==> src/rtl/cwm_pkg.sv <==
// shared types, constants and calendar functions of the civil time window matcher
package cwm_pkg;

    // calendar and clock limits
    localparam logic [10:0] MINUTES_PER_DAY = 11'd1440;
    localparam logic [13:0] MAX_YEAR        = 14'd9999;
    localparam logic [4:0]  HOURS_PER_DAY   = 5'd24;
    localparam logic [5:0]  MINUTES_PER_HR  = 6'd60;
    localparam logic [4:0]  LEAP_FEB_DAYS   = 5'd29;
    localparam logic [3:0]  MONTHS          = 4'd12;
    localparam logic [3:0]  FEBRUARY        = 4'd2;
    localparam logic [2:0]  WEEKDAY_NONE    = 3'd7;

    // divisibility by 25 on 14 bits: multiply by the inverse of 25 mod 2^14
    localparam logic [13:0] INV25       = 14'd7209;
    localparam logic [13:0] DIV25_LIMIT = 14'd655;

    // request kinds
    localparam logic REQ_LOAD  = 1'b0;
    localparam logic REQ_CHECK = 1'b1;

    // result status codes
    localparam logic [1:0] ST_CHECKED     = 2'd0;
    localparam logic [1:0] ST_BAD_WINDOW  = 2'd1;
    localparam logic [1:0] ST_BAD_TIME    = 2'd2;
    localparam logic [1:0] ST_LOADED      = 2'd3;

    // configuration register indexes
    localparam logic [1:0] CFG_START = 2'd0;
    localparam logic [1:0] CFG_END   = 2'd1;
    localparam logic [1:0] CFG_MASK  = 2'd2;
    localparam logic [1:0] CFG_COUNT = 2'd3;

    localparam logic [4:0] MONTH_LEN [12] = '{
        5'd31, 5'd28, 5'd31, 5'd30, 5'd31, 5'd30,
        5'd31, 5'd31, 5'd30, 5'd31, 5'd30, 5'd31
    };

    // packed date, year in the high bits
    typedef struct packed {
        logic [13:0] year;
        logic [3:0]  month;
        logic [4:0]  day;
    } date_t;

    // token handed from cell to cell
    typedef struct packed {
        logic        valid;
        logic        is_load;
        logic [2:0]  slot;
        date_t       today;
        logic        load_ok;
        logic [3:0]  count;
        logic        hit;
        logic        bad;
    } link_t;

    // gregorian leap rule
    function automatic logic is_leap(input logic [13:0] y);
        logic [13:0] prod;
        logic        div25;
        prod  = y * INV25;
        div25 = (prod <= DIV25_LIMIT);
        return (y[1:0] == 2'b00) && (!div25 || (y[3:0] == 4'b0000));
    endfunction

    // month length, zero for a month out of range
    function automatic logic [4:0] days_in(input logic [13:0] y, input logic [3:0] m);
        logic [4:0] len;
        if (m == 4'd0 || m > MONTHS)
            len = 5'd0;
        else if (m == FEBRUARY && is_leap(y))
            len = LEAP_FEB_DAYS;
        else
            len = MONTH_LEN[m - 4'd1];
        return len;
    endfunction

    // full date validity
    function automatic logic gregorian_ok(input date_t d);
        return (d.year != 14'd0) && (d.year <= MAX_YEAR) && (d.day != 5'd0)
            && (d.day <= days_in(d.year, d.month));
    endfunction

endpackage

==> src/rtl/cwm_query_if.sv <==
// query channel of the window matcher: one load or check item
interface cwm_query_if;
    logic        valid;
    logic        ready;
    logic        req_type;
    logic [2:0]  slot;
    logic [13:0] year;
    logic [3:0]  month;
    logic [4:0]  day;
    logic [2:0]  weekday;
    logic [4:0]  hour;
    logic [5:0]  minute_of_hour;

    modport source (
        output valid, req_type, slot, year, month, day, weekday, hour, minute_of_hour,
        input  ready
    );
    modport sink (
        input  valid, req_type, slot, year, month, day, weekday, hour, minute_of_hour,
        output ready
    );
endinterface

==> src/rtl/cwm_answer_if.sv <==
// answer channel of the window matcher: one result item
interface cwm_answer_if;
    logic       valid;
    logic       ready;
    logic       in_window;
    logic [1:0] status;

    modport source (
        output valid, in_window, status,
        input  ready
    );
    modport sink (
        input  valid, in_window, status,
        output ready
    );
endinterface

==> src/rtl/civil_time_window_matcher.sv <==
// top level of the civil time window matcher
//
// Usage: items arrive on the query channel (valid/ready). A load item
// (req_type 0) writes year/month/day into a date slot and answers status 3.
// A check item (req_type 1) answers whether hour:minute lies in
// [window start, window end) on a selected weekday or date, or status 1
// (window settings invalid) or status 2 (time fields invalid).
// Registers are written on the cfg port (cfg_we, cfg_index, cfg_data); the user
// must write them only while no item is in flight: the block does not enforce it.
// An item passes a start register, then walks a chain of DATE_SLOTS cells,
// one cell per cycle; its answer is registered after the last cell.
// One item is in the chain at a time: a new item is not accepted until the
// answer of the last one has left the chain tail.
// The answer sits in an output register with one spare entry behind it, so
// the next item is accepted while an answer still waits. While the receiver
// stalls with both full, query ready stays low.
// Reset clears the configuration registers, all date slots and their validity flags.
module civil_time_window_matcher #(
    parameter int unsigned DATE_SLOTS = 8
) (
    input  logic          clk,
    input  logic          rst_n,
    cwm_query_if.sink     query,
    cwm_answer_if.source  answer,
    input  logic          cfg_we,
    input  logic [1:0]    cfg_index,
    input  logic [10:0]   cfg_data
);

    localparam logic [3:0] SLOTS_4 = 4'(DATE_SLOTS);

    // configuration registers
    logic [10:0] win_start_reg;
    logic [10:0] win_end_reg;
    logic [6:0]  weekday_mask_reg;
    logic [3:0]  date_count_reg;

    // item held for the whole walk
    logic           req_type_reg;
    logic [2:0]     slot_reg;
    cwm_pkg::date_t date_reg;
    logic [2:0]     weekday_reg;
    logic [4:0]     hour_reg;
    logic [5:0]     minute_reg;

    logic busy_reg;
    logic start_reg;

    // answer register and one spare
    logic       ans_valid_reg;
    logic       ans_hit_reg;
    logic [1:0] ans_status_reg;
    logic       pend_valid_reg;
    logic       pend_hit_reg;
    logic [1:0] pend_status_reg;

    cwm_pkg::link_t links [DATE_SLOTS+1];
    logic [DATE_SLOTS-1:0] chain_valid;

    logic        accept;
    logic        can_load;
    logic        date_ok;
    logic        base_ok;
    logic        time_ok;
    logic [10:0] now;
    logic        in_range;
    logic        sel_hit;
    logic        res_hit;
    logic [1:0]  res_status;

    assign accept   = query.valid && query.ready;
    assign query.ready = !busy_reg;
    assign can_load = !ans_valid_reg || answer.ready;

    // configuration writes
    always_ff @(posedge clk or negedge rst_n)
    begin
        if (!rst_n)
        begin
            win_start_reg    <= '0;
            win_end_reg      <= '0;
            weekday_mask_reg <= '0;
            date_count_reg   <= '0;
        end
        else if (cfg_we)
        begin
            case (cfg_index)
                cwm_pkg::CFG_START: win_start_reg    <= cfg_data;
                cwm_pkg::CFG_END:   win_end_reg      <= cfg_data;
                cwm_pkg::CFG_MASK:  weekday_mask_reg <= cfg_data[6:0];
                cwm_pkg::CFG_COUNT: date_count_reg   <= cfg_data[3:0];
                default:            ;
            endcase
        end
    end

    // capture item fields
    always_ff @(posedge clk)
    begin
        if (accept)
        begin
            req_type_reg   <= query.req_type;
            slot_reg       <= query.slot;
            date_reg.year  <= query.year;
            date_reg.month <= query.month;
            date_reg.day   <= query.day;
            weekday_reg    <= query.weekday;
            hour_reg       <= query.hour;
            minute_reg     <= query.minute_of_hour;
        end
    end

    // field checks on the held item
    assign date_ok = cwm_pkg::gregorian_ok(date_reg);
    assign time_ok = date_ok && (hour_reg < cwm_pkg::HOURS_PER_DAY)
                  && (minute_reg < cwm_pkg::MINUTES_PER_HR);
    assign now     = ({6'd0, hour_reg} * 11'd60) + {5'd0, minute_reg};
    assign in_range = (now >= win_start_reg) && (now < win_end_reg);
    assign base_ok = (win_start_reg < cwm_pkg::MINUTES_PER_DAY)
                  && (win_end_reg < cwm_pkg::MINUTES_PER_DAY)
                  && (win_start_reg < win_end_reg)
                  && !((weekday_mask_reg != 7'd0) && (date_count_reg != 4'd0))
                  && (date_count_reg <= SLOTS_4);

    // token entering the chain
    always_comb
    begin
        links[0].valid   = start_reg;
        links[0].is_load = (req_type_reg == cwm_pkg::REQ_LOAD);
        links[0].slot    = slot_reg;
        links[0].today   = date_reg;
        links[0].load_ok = date_ok;
        links[0].count   = date_count_reg;
        links[0].hit     = 1'b0;
        links[0].bad     = 1'b0;
    end

    // chain of date slots
    for (genvar i = 0; i < DATE_SLOTS; i++)
    begin : g_cell
        cwm_cell #(
            .INDEX (i)
        ) u_cell (
            .clk      (clk),
            .rst_n    (rst_n),
            .link_in  (links[i]),
            .link_out (links[i+1])
        );
        assign chain_valid[i] = links[i+1].valid;
    end

    // day selection and final decision at the chain tail
    always_comb
    begin
        if (weekday_mask_reg != 7'd0)
            sel_hit = (weekday_reg != cwm_pkg::WEEKDAY_NONE) && weekday_mask_reg[weekday_reg];
        else if (date_count_reg == 4'd0)
            sel_hit = 1'b1;
        else
            sel_hit = links[DATE_SLOTS].hit;

        res_hit = 1'b0;
        if (links[DATE_SLOTS].is_load)
            res_status = cwm_pkg::ST_LOADED;
        else if (!base_ok || links[DATE_SLOTS].bad)
            res_status = cwm_pkg::ST_BAD_WINDOW;
        else if (!time_ok)
            res_status = cwm_pkg::ST_BAD_TIME;
        else
        begin
            res_status = cwm_pkg::ST_CHECKED;
            res_hit    = in_range && sel_hit;
        end
    end

    // item tracking
    always_ff @(posedge clk or negedge rst_n)
    begin
        if (!rst_n)
        begin
            busy_reg  <= 1'b0;
            start_reg <= 1'b0;
        end
        else
        begin
            start_reg <= accept;
            if (accept)
                busy_reg <= 1'b1;
            else if (can_load && (links[DATE_SLOTS].valid || pend_valid_reg))
                busy_reg <= 1'b0;
        end
    end

    // answer register with a spare entry
    always_ff @(posedge clk or negedge rst_n)
    begin
        if (!rst_n)
        begin
            ans_valid_reg  <= 1'b0;
            pend_valid_reg <= 1'b0;
        end
        else
        begin
            if (can_load)
                ans_valid_reg <= links[DATE_SLOTS].valid || pend_valid_reg;
            if (links[DATE_SLOTS].valid && !can_load)
                pend_valid_reg <= 1'b1;
            else if (can_load)
                pend_valid_reg <= 1'b0;
        end
    end

    always_ff @(posedge clk)
    begin
        if (can_load && pend_valid_reg)
        begin
            ans_hit_reg    <= pend_hit_reg;
            ans_status_reg <= pend_status_reg;
        end
        else if (can_load && links[DATE_SLOTS].valid)
        begin
            ans_hit_reg    <= res_hit;
            ans_status_reg <= res_status;
        end
        if (links[DATE_SLOTS].valid && !can_load)
        begin
            pend_hit_reg    <= res_hit;
            pend_status_reg <= res_status;
        end
    end

    assign answer.valid     = ans_valid_reg;
    assign answer.in_window = ans_hit_reg;
    assign answer.status    = ans_status_reg;

`ifndef NO_ASSERTIONS
    // at most one token walks the chain
    a_one_token: assert property (@(posedge clk) disable iff (!rst_n)
        $onehot0(chain_valid))
        else $error("more than one token in the chain");

    // a token leaves the chain only for an item in flight
    a_tail_busy: assert property (@(posedge clk) disable iff (!rst_n)
        links[DATE_SLOTS].valid |-> busy_reg)
        else $error("chain tail without an item in flight");

    // the spare entry is used only behind a full answer register
    a_pend_behind: assert property (@(posedge clk) disable iff (!rst_n)
        pend_valid_reg |-> ans_valid_reg)
        else $error("spare answer filled while answer register empty");

    // an accepted item starts a token next cycle
    a_start: assert property (@(posedge clk) disable iff (!rst_n)
        accept |=> (start_reg && busy_reg))
        else $error("accepted item did not enter the chain");

    // a load never reports a hit
    a_load_nohit: assert property (@(posedge clk) disable iff (!rst_n)
        (ans_valid_reg && (ans_status_reg == cwm_pkg::ST_LOADED)) |-> !ans_hit_reg)
        else $error("load answer with in_window set");
`endif

endmodule

==> src/rtl/cwm_cell.sv <==
// one date slot of the matcher chain: stores a date, checks a passing token
module cwm_cell #(
    parameter int unsigned INDEX = 0
) (
    input  logic           clk,
    input  logic           rst_n,
    input  cwm_pkg::link_t link_in,
    output cwm_pkg::link_t link_out
);

    localparam logic [3:0] SLOT_ID = 4'(INDEX);

    cwm_pkg::date_t date_reg;
    logic           ok_reg;
    cwm_pkg::link_t link_reg;
    cwm_pkg::link_t link_next;

    logic write_en;
    logic in_use;

    // slot write by a load token addressed here
    assign write_en = link_in.valid && link_in.is_load && ({1'b0, link_in.slot} == SLOT_ID);
    // slot counts toward a check while inside the selected range
    assign in_use   = (SLOT_ID < link_in.count);

    always_ff @(posedge clk or negedge rst_n)
    begin
        if (!rst_n)
        begin
            date_reg <= '0;
            ok_reg   <= 1'b0;
        end
        else if (write_en)
        begin
            date_reg <= link_in.today;
            ok_reg   <= link_in.load_ok;
        end
    end

    // fold this slot into the token
    always_comb
    begin
        link_next = link_in;
        if (!link_in.is_load && in_use)
        begin
            link_next.hit = link_in.hit | (date_reg == link_in.today);
            link_next.bad = link_in.bad | !ok_reg;
        end
    end

    // hand the token to the next cell
    always_ff @(posedge clk or negedge rst_n)
    begin
        if (!rst_n)
            link_reg <= '0;
        else
            link_reg <= link_next;
    end

    assign link_out = link_reg;

endmodule

==> src/flat_wrapper.sv <==
// flat-port wrapper written by rule: the top's interface ports become plain ports
module civil_time_window_matcher_flat 
#(
    parameter int unsigned DATE_SLOTS = 8
)
  (clk, rst_n, cfg_we, cfg_index, cfg_data, query_valid, query_req_type, query_slot, query_year, query_month, query_day, query_weekday, query_hour, query_minute_of_hour, query_ready, answer_valid, answer_in_window, answer_status, answer_ready);
  cwm_query_if query_i ();
  cwm_answer_if answer_i ();
  input  logic clk;
  input  logic rst_n;
  input  logic cfg_we;
  input  logic [1:0] cfg_index;
  input  logic [10:0] cfg_data;
  input wire logic [$bits(query_i.valid)-1:0] query_valid;
  input wire logic [$bits(query_i.req_type)-1:0] query_req_type;
  input wire logic [$bits(query_i.slot)-1:0] query_slot;
  input wire logic [$bits(query_i.year)-1:0] query_year;
  input wire logic [$bits(query_i.month)-1:0] query_month;
  input wire logic [$bits(query_i.day)-1:0] query_day;
  input wire logic [$bits(query_i.weekday)-1:0] query_weekday;
  input wire logic [$bits(query_i.hour)-1:0] query_hour;
  input wire logic [$bits(query_i.minute_of_hour)-1:0] query_minute_of_hour;
  output wire logic [$bits(query_i.ready)-1:0] query_ready;
  output wire logic [$bits(answer_i.valid)-1:0] answer_valid;
  output wire logic [$bits(answer_i.in_window)-1:0] answer_in_window;
  output wire logic [$bits(answer_i.status)-1:0] answer_status;
  input wire logic [$bits(answer_i.ready)-1:0] answer_ready;
  assign query_i.valid = query_valid;
  assign query_i.req_type = query_req_type;
  assign query_i.slot = query_slot;
  assign query_i.year = query_year;
  assign query_i.month = query_month;
  assign query_i.day = query_day;
  assign query_i.weekday = query_weekday;
  assign query_i.hour = query_hour;
  assign query_i.minute_of_hour = query_minute_of_hour;
  assign query_ready = query_i.ready;
  assign answer_valid = answer_i.valid;
  assign answer_in_window = answer_i.in_window;
  assign answer_status = answer_i.status;
  assign answer_i.ready = answer_ready;
  civil_time_window_matcher #(.DATE_SLOTS(DATE_SLOTS)) u_core (.clk(clk), .rst_n(rst_n), .query(query_i), .answer(answer_i), .cfg_we(cfg_we), .cfg_index(cfg_index), .cfg_data(cfg_data));
endmodule
==> config.mk <==
export PLATFORM = sky130hd
export DESIGN_NAME = civil_time_window_matcher_flat
export DESIGN_NICKNAME = d
export VERILOG_FILES = /design/src/rtl/cwm_pkg.sv /design/src/rtl/cwm_query_if.sv /design/src/rtl/cwm_answer_if.sv /design/src/rtl/civil_time_window_matcher.sv /design/src/rtl/cwm_cell.sv /design/src/flat_wrapper.sv
export SDC_FILE = /design/constraint.sdc
export NUM_CORES = 1
export LEC_CHECK = 0
export BUFFER_PORTS_ARGS = -buffer_cell sky130_fd_sc_hd__buf_2
export CAP_MARGIN = 20
export CORE_ASPECT_RATIO = 0.9
export CORE_UTILIZATION = 67
export CTS_CLUSTER_DIAMETER = 80
export DETAILED_ROUTE_END_ITERATION = 10
export GPL_TIMING_DRIVEN = 0
export PLACE_DENSITY = 0.94
export SLEW_MARGIN = 20
export SYNTH_ARGS = -nofsm -noshare
export SYNTH_HDL_FRONTEND = slang
export SYNTH_SLANG_ARGS = --single-unit
==> constraint.sdc <==
create_clock -name clk -period 8.5 [get_ports clk]
set_input_delay 1.7 -clock clk [delete_from_list [all_inputs] [get_ports clk]]
set_output_delay 1.7 -clock clk [all_outputs]
set_load 0.02 [all_outputs]
Word-level counts from Yosys, hierarchy flattened:

Memories as Yosys holds them, arrays and structs flattened.
Index checks and enable logic that the tools add are counted.

* bits in registers: 525
* word-level logic and storage cells: 306
* output and inout port bits: 5
* memories: 1
* input port bits: 59
* ROM bits: 80

Memory list
* (no name shown): words 16, width 5, rd ports 1, clocked after memory_dff 0, wr ports 0, RTL line cwm_pkg.sv:75 `len = MONTH_LEN[m - 4'd1];`

* order comparisons: 22
* reduce and logical (&&, ||, !) cells: 87
* add/sub/neg operators: 2
* bitwise gates (word level): 16
* multipliers: 2
* eq/ne operators: 20
* muxes and demuxes: 30

Operators by type and width (number)
* 23-bit == test: 8
* 1-bit logical AND: 44
* 2-bit 2-to-1 mux: 13
* 11-bit < comparator: 2
* 11-bit < comparator (second input constant): 2
* 1-bit zero test: 21
* 5-bit 2-to-1 mux: 4
* 3-bit by 4-bit < comparator with 1-bit output (first input constant): 4
* 14-bit by 10-bit <= comparator with 1-bit output (second input constant): 1
* 14-bit <= comparator (second input constant): 1
* 14-bit by 13-bit multiplier with 14-bit output (second input constant): 1
* 1-bit OR: 14
* 14-bit nonzero test: 1
* 3-bit == test (second input constant): 4
* 4-bit zero test: 3
* 1-bit 2-to-1 mux: 12
* 11-bit by 6-bit adder with 11-bit output: 1
* 11-bit >= comparator: 1
* 5-bit by 4-bit multiplier with 9-bit output (second input constant): 1
* 1-bit by 4-bit < comparator with 1-bit output (first input constant): 2
* 2-bit by 4-bit < comparator with 1-bit output (first input constant): 2
* 2-bit AND reduction: 4
* 7-bit nonzero test: 1
* 3-bit by 2-bit == test with 1-bit output (second input constant): 2
* 22 further kinds: 30

Longest topological paths before layout:

* depth after elaboration: 17
* gate-level depth with buffers: 22
* gate-level depth less buffers: 22

Cells and area by module:

Synthesis repeated with hierarchy kept, for this count alone.

* cells, all modules: 1483
* area total of the unflattened synthesis: 22885.7 sq um

Modules (own cells, without submodules)
* civil_time_window_matcher: cells an instance 513, sequential area each 2337.2 sq um, times used 1, area an instance 5796.8 sq um
* cwm_cell at u_core.g_cell[0].u_cell: cells an instance 122, sequential area each 1476.4 sq um, times used 1, area an instance 2162.1 sq um
* cwm_cell at u_core.g_cell[3].u_cell: cells an instance 121, sequential area each 1476.4 sq um, times used 1, area an instance 2154.6 sq um
* cwm_cell at u_core.g_cell[5].u_cell: cells an instance 121, sequential area each 1476.4 sq um, times used 1, area an instance 2152.1 sq um
* cwm_cell at u_core.g_cell[4].u_cell: cells an instance 123, sequential area each 1476.4 sq um, times used 1, area an instance 2150.8 sq um
* cwm_cell at u_core.g_cell[2].u_cell: cells an instance 121, sequential area each 1476.4 sq um, times used 1, area an instance 2143.3 sq um
* cwm_cell at u_core.g_cell[1].u_cell: cells an instance 121, sequential area each 1476.4 sq um, times used 1, area an instance 2140.8 sq um
* cwm_cell at u_core.g_cell[7].u_cell: cells an instance 120, sequential area each 1476.4 sq um, times used 1, area an instance 2135.8 sq um
* cwm_cell at u_core.g_cell[6].u_cell: cells an instance 121, sequential area each 1476.4 sq um, times used 1, area an instance 2049.5 sq um

Least setup slack after synthesis:

Ideal clock, no wire load.

* path type: register to register
* start: reg u_core.date_reg[9] (netlist bit)
* end: reg u_core.ans_hit_reg, in the netlist u_core.answer.in_window, data pin
* stages on the path, launching flop included: 18
* data required time: 8.338 ns
* slack: 3.341 ns
* library setup time: 0.162 ns
* arrival time: 4.996 ns
* clock period less this slack: 5.159 ns
* cells stage by stage: edfxtp_1 > fa_1 > ha_1 > ha_1 > inv_1 > fa_1 > fa_1 > inv_1 > ha_1 > a211o_1 > a2111oi_0 > a41oi_1 > ha_1 > nand2_1 > nor2_1 > o211ai_1 > or4_4 > o31ai_4

* cells in the longest elaborated chain, start to end: 17
* elaborated cells on any way between the ends: 23
* those cells by class: mul: 1; order compare: 3; mux: 7; reduce/logical: 12

Ends and longest elaborated chain
* from (decl): RTL line civil_time_window_matcher.sv:41 `cwm_pkg::date_t date_reg;`
* 14-bit by 13-bit multiplier with 14-bit output: RTL line cwm_pkg.sv:62 `prod = y * INV25;`
* 14-bit by 10-bit <= comparator with 1-bit output: RTL line cwm_pkg.sv:63 `div25 = (prod <= DIV25_LIMIT);`
* 1-bit zero test: RTL line cwm_pkg.sv:64 `return (y[1:0] == 2'b00) && (!div25 || (y[3:0] == 4'b0000));`
* 1-bit logical OR: RTL line cwm_pkg.sv:64
* 1-bit logical AND: RTL line cwm_pkg.sv:64
* 1-bit logical AND: RTL line cwm_pkg.sv:72 `else if (m == FEBRUARY && is_leap(y))`
* 5-bit 2-to-1 mux: RTL line cwm_pkg.sv:72
* 5-bit 2-to-1 mux: RTL line cwm_pkg.sv:70 `if (m == 4'd0 || m > MONTHS)`
* 5-bit <= comparator: RTL line cwm_pkg.sv:82 `&& (d.day <= days_in(d.year, d.month));`
* 1-bit logical AND (*): RTL line cwm_pkg.sv:82
* 1-bit logical AND (*): RTL line civil_time_window_matcher.sv:115 `assign time_ok = date_ok && (hour_reg < cwm_pkg::HOURS_PER_DAY)`
* 1-bit logical AND (*): RTL line civil_time_window_matcher.sv:116 `&& (minute_reg < cwm_pkg::MINUTES_PER_HR);`
* 1-bit 2-to-1 mux (*): RTL line civil_time_window_matcher.sv:167 `else if (!time_ok)`
* 1-bit 2-to-1 mux (*): RTL line civil_time_window_matcher.sv:165 `else if (!base_ok || links[DATE_SLOTS].bad)`
* 1-bit 2-to-1 mux (*): RTL line civil_time_window_matcher.sv:163 `if (links[DATE_SLOTS].is_load)`
* 1-bit 2-to-1 mux (*): RTL line civil_time_window_matcher.sv:220 `else if (can_load && links[DATE_SLOTS].valid)`
* 1-bit 2-to-1 mux (*): RTL line civil_time_window_matcher.sv:215 `if (can_load && pend_valid_reg)`
* to (signal assigned): RTL line civil_time_window_matcher.sv:217 `ans_hit_reg <= pend_hit_reg;`
* to (signal assigned): RTL line civil_time_window_matcher.sv:222 `ans_hit_reg <= res_hit;`
* to (decl): RTL line civil_time_window_matcher.sv:51 `logic ans_hit_reg;`

Every way passes the cells marked *; elsewhere a longest branch is shown, timed or not. The select of a mux whose other input is x is not followed.
A chain may end at the register's enable or synchronous reset.

Worst setup path after layout:

Same ends and word-level chain as after synthesis.

==> impl_metrics.env <==
export IMPL_gr_usage_met2_pct=53.2
export IMPL_sw_frac_of_total_pct=32.5
export IMPL_clk_pin_slew_ns=0.07
export IMPL_rows=61
export IMPL_synth_edf_count=47
export IMPL_startpoint="u_core.date_reg[9]$_DFFE_PP_"
export IMPL_synth_flop_cell="dfrtp_1"
export IMPL_setup_viol_count_final=0
export IMPL_routedWlPerCell_um=22.3
export IMPL_met3_usage_pct=5.19
export IMPL_port_buffers=63
export IMPL_fin_nets=1732
export IMPL_multi_input_area_um2=7550
export IMPL_synthArstFlopShare_pct=91.0
export IMPL_ys_ff_latch=522
export IMPL_hold_ws_ns=0.364
export IMPL_ant_nets=0
export IMPL_synth_cell_area_um2=21200
export IMPL_p_comb_share_pct=28.9
export IMPL_grtUsageMet1_pct=33.7
export IMPL_dp_cells=1921
export IMPL_viasPerCell=6.03
export IMPL_dieArea_um2=32400
export IMPL_finalCriticalPeriod_ns=6.25
export IMPL_cts_resized=0
export IMPL_startpoint_type="flop"
export IMPL_end_kind="flop"
export IMPL_final_layout_size_suffix_gt1_share_pct=23.5
export IMPL_synth_top_cells_by_area="dfrtp_1 (56%), mux2_2 (12%), edfxtp_1 (6.6%)"
export IMPL_final_util_pct=76.9
export IMPL_max_freq_mhz=160
export IMPL_preCtsSetupSlack_ns=2.44
export IMPL_worst_path_max_fanout=9
export IMPL_grt_busiest_layer="met2"
export IMPL_root_buffer="clkbuf_16"
export IMPL_areaGrowthSynthToFinish_pct=12.5
export IMPL_relSlewSlack_pct=37.9
export IMPL_avgSynthCellArea_um2=14.7
export IMPL_first_pass_iters=5
export IMPL_die_width_um=190
export IMPL_p_total_mw=8.24
export IMPL_cts_sinks=522
export IMPL_critPathMaxStageDelay_ns=0.70
export IMPL_critical_path_cell_chain="fa_1, ha_1, ha_1, inv_1, fa_1, fa_1, inv_1, ha_1, nor4_1, nor3_1, xnor2_1, a41oi_1, ha_1, nor2b_1, o21ai_1, a21oi_1, a211oi_1, o211ai_1, or4_4, o31ai_4"
export IMPL_final_setup_worst_slack_ns=2.25
export IMPL_tritoncts="built"
export IMPL_final_cells=2008
export IMPL_fillCellCount=1641
export IMPL_synth_top_area_cell="dfrtp_1"
export IMPL_crit_path_end="u_core.answer.in_window$_DFFE_PP_"
export IMPL_rrSetupSlack_ns=2.25
export IMPL_grt_ovfl_total=0
export IMPL_hpwl_um=28900
export IMPL_ys_warn_count=0
export IMPL_place_area_um2=22200
export IMPL_maxCapViolations=0
export IMPL_io_pins=64
export IMPL_crit_top_cell="ha_1"
export IMPL_rsz0062_at_grt="no"
export IMPL_internal_power_mw=5.56
export IMPL_p_switching_mw=2.68
export IMPL_clock_path_buffers=3
export IMPL_diodes=0
export IMPL_ys_types=60
export IMPL_postLayoutCellArea_um2=23900
export IMPL_worst_pin_slew_ns=0.922
export IMPL_drv_slew=0
export IMPL_worst_path_stages=20
export IMPL_die_h_um=171
export IMPL_fp_coreArea_um2=31100
export IMPL_seqCellArea_um2=13300
export IMPL_worstPathArrival_ns=6.66
export IMPL_min_period_over_period_pct=73.5
export IMPL_seqPwrFrac_pct=43.8
export IMPL_status="complete, no violations"
export IMPL_clk_latency_ns=0.56
export IMPL_cts_hold_buf=0
export IMPL_powerDensity_nw_per_um2=345
export IMPL_grt_usage_pct=29.3
export IMPL_crit_type="reg -> reg"
export IMPL_p_leak_nw=11.0
export IMPL_largest_reg_flops=246
export IMPL_ys_seq_area_share_pct=62.6
export IMPL_synth_common_cells="dfrtp_1 (475), mux2_2 (217), xnor2_1 (119)"
export IMPL_syn_nets=1613
export IMPL_drt_total_wl_um=44800
export IMPL_worstHoldPathType="reg -> reg"
export IMPL_syn_inst=1444
export IMPL_grt_first_pass_wirelength_um=72000
export IMPL_r2r_start="u_core.date_reg[9]$_DFFE_PP_"
export IMPL_numCtsBuffers=49
export IMPL_post_cts_buffers=0
export IMPL_r2r_cells=20
export IMPL_finClkSkew_ns=0.0206
export IMPL_via_count=12099
export IMPL_critPathBufInv=2
export IMPL_clock_power_share_pct=27.3
export IMPL_start_util_pct=68.4
export IMPL_gp_congestion=0.858
export IMPL_synth_most_common_cell="dfrtp_1"
export IMPL_grt_max_degree=108
export IMPL_antenna_found_initial=0
export IMPL_cp_top_family="adder cells"
export IMPL_drt_iter0_markers=832
export IMPL_drc=0
export IMPL_hold_violations=0
export IMPL_grt_pass1_vias=13510
export IMPL_r2r_end="u_core.answer.in_window$_DFFE_PP_"
export IMPL_htree_levels=2
export IMPL_crit_path_top_delay_cell="or4_4"
export IMPL_max_vdd_ir_drop_mv=0.242
export IMPL_synth_top_area_share_pct=56.0
export IMPL_setup_tns_ns=0
export IMPL_worstPathRequired_ns=8.91
==> layout make-up <==
class | count | share of cell area, %
Multi-Input combinational cell | 817 | 31.6
Tap cell | 409 | 2.14
Clock buffer | 79 | 6.38
Inverter | 83 | 1.30
Clock inverter | 8 | 0.629
Timing Repair Buffer | 68 | 1.91
Sequential cell | 522 | 55.7
Buffer | 22 | 0.356
==> power groups by stage <==
stage          sequential [mW]  clock (mW)  combinational (mW)
5_1_grt                   3.66        2.37                2.59
4_1_cts                   3.60        2.27                2.35
3_5_place_dp              3.61           0                2.20
3_3_place_gp              3.55           0                2.01
2_1_floorplan             3.46           0                1.66
6_report                  3.61        2.25                2.38
==> metal layers <==
metal | routed length [µm] | share of wire (%)
met4 | 2090 | 4.7
met2 | 23900 | 53
met3 | 2270 | 5.1
met5 | 0 | 0
met1 | 16500 | 37
==> placed cells by master, fill, tap and decap left out, types with 5 or more instances in the layout <==
master and instances:
xor2_1 93, clkbuf_8 12, nor2b_1 6, o211ai_1 5
o21bai_1 8, mux2_2 217, nand2_1 28, ha_1 91
nor2_1 24, a21oi_1 24, nor3_1 14, xnor2_1 119
nand2b_1 7, o21a_1 5, or4_1 5, nor4_1 26
buf_2 64, inv_1 82, clkbuf_1 33, nand4_1 29
a21o_1 9, fa_1 19, o21ai_0 17, clkbuf_16 52
nand3_1 13, o31ai_1 6, dfrtp_1 475, edfxtp_1 47
a41o_1 5
==> kinds of logic (layout without fill, tap and decap cells) <==
kind of cell / after synthesis / count (layout) / share of synthesized area, %
flops: 522 / 522 / 62.6
mux: 219 / 219 / 11.7
xor+xnor: 212 / 212 / 8.74
simple gates: 171 / 171 / 4.57
fa+ha+maj: 111 / 111 / 7.20
buf+inv: 105 / 260 / 1.87
compound gates: 104 / 104 / 3.34
==> worst min-delay path by stage <==
stage               slack [ns]                                       endpoint  cells after the start                                          start
finish                    0.36  u_core.g_cell[5].u_cell.link_out[2]$_DFF_PN0_                      0  u_core.g_cell[4].u_cell.link_out[2]$_DFF_PN0_
global route              0.37  u_core.g_cell[5].u_cell.link_out[2]$_DFF_PN0_                      0  u_core.g_cell[4].u_cell.link_out[2]$_DFF_PN0_
global placement          0.34  u_core.g_cell[3].u_cell.link_out[3]$_DFF_PN0_                      0  u_core.g_cell[2].u_cell.link_out[3]$_DFF_PN0_
detailed placement        0.34  u_core.g_cell[5].u_cell.link_out[2]$_DFF_PN0_                      0  u_core.g_cell[4].u_cell.link_out[2]$_DFF_PN0_
floorplan                 0.33  u_core.g_cell[1].u_cell.link_out[2]$_DFF_PN0_                      0  u_core.g_cell[0].u_cell.link_out[2]$_DFF_PN0_
CTS                       0.37  u_core.g_cell[5].u_cell.link_out[2]$_DFF_PN0_                      0  u_core.g_cell[4].u_cell.link_out[2]$_DFF_PN0_
==> worst reg2reg max path: stages (launching register included) <==
cell and delay, ns:
edfxtp_1 0.61, fa_1 0.63, ha_1 0.23, ha_1 0.27
inv_1 0.05, fa_1 0.50, fa_1 0.55, inv_1 0.05
ha_1 0.22, nor4_1 0.37, nor3_1 0.13, xnor2_1 0.14
a41oi_1 0.36, ha_1 0.25, nor2b_1 0.06, o21ai_1 0.11
a21oi_1 0.08, a211oi_1 0.30, o211ai_1 0.34, or4_4 0.70
o31ai_4 0.17
(Power assumes the default switching activity.)
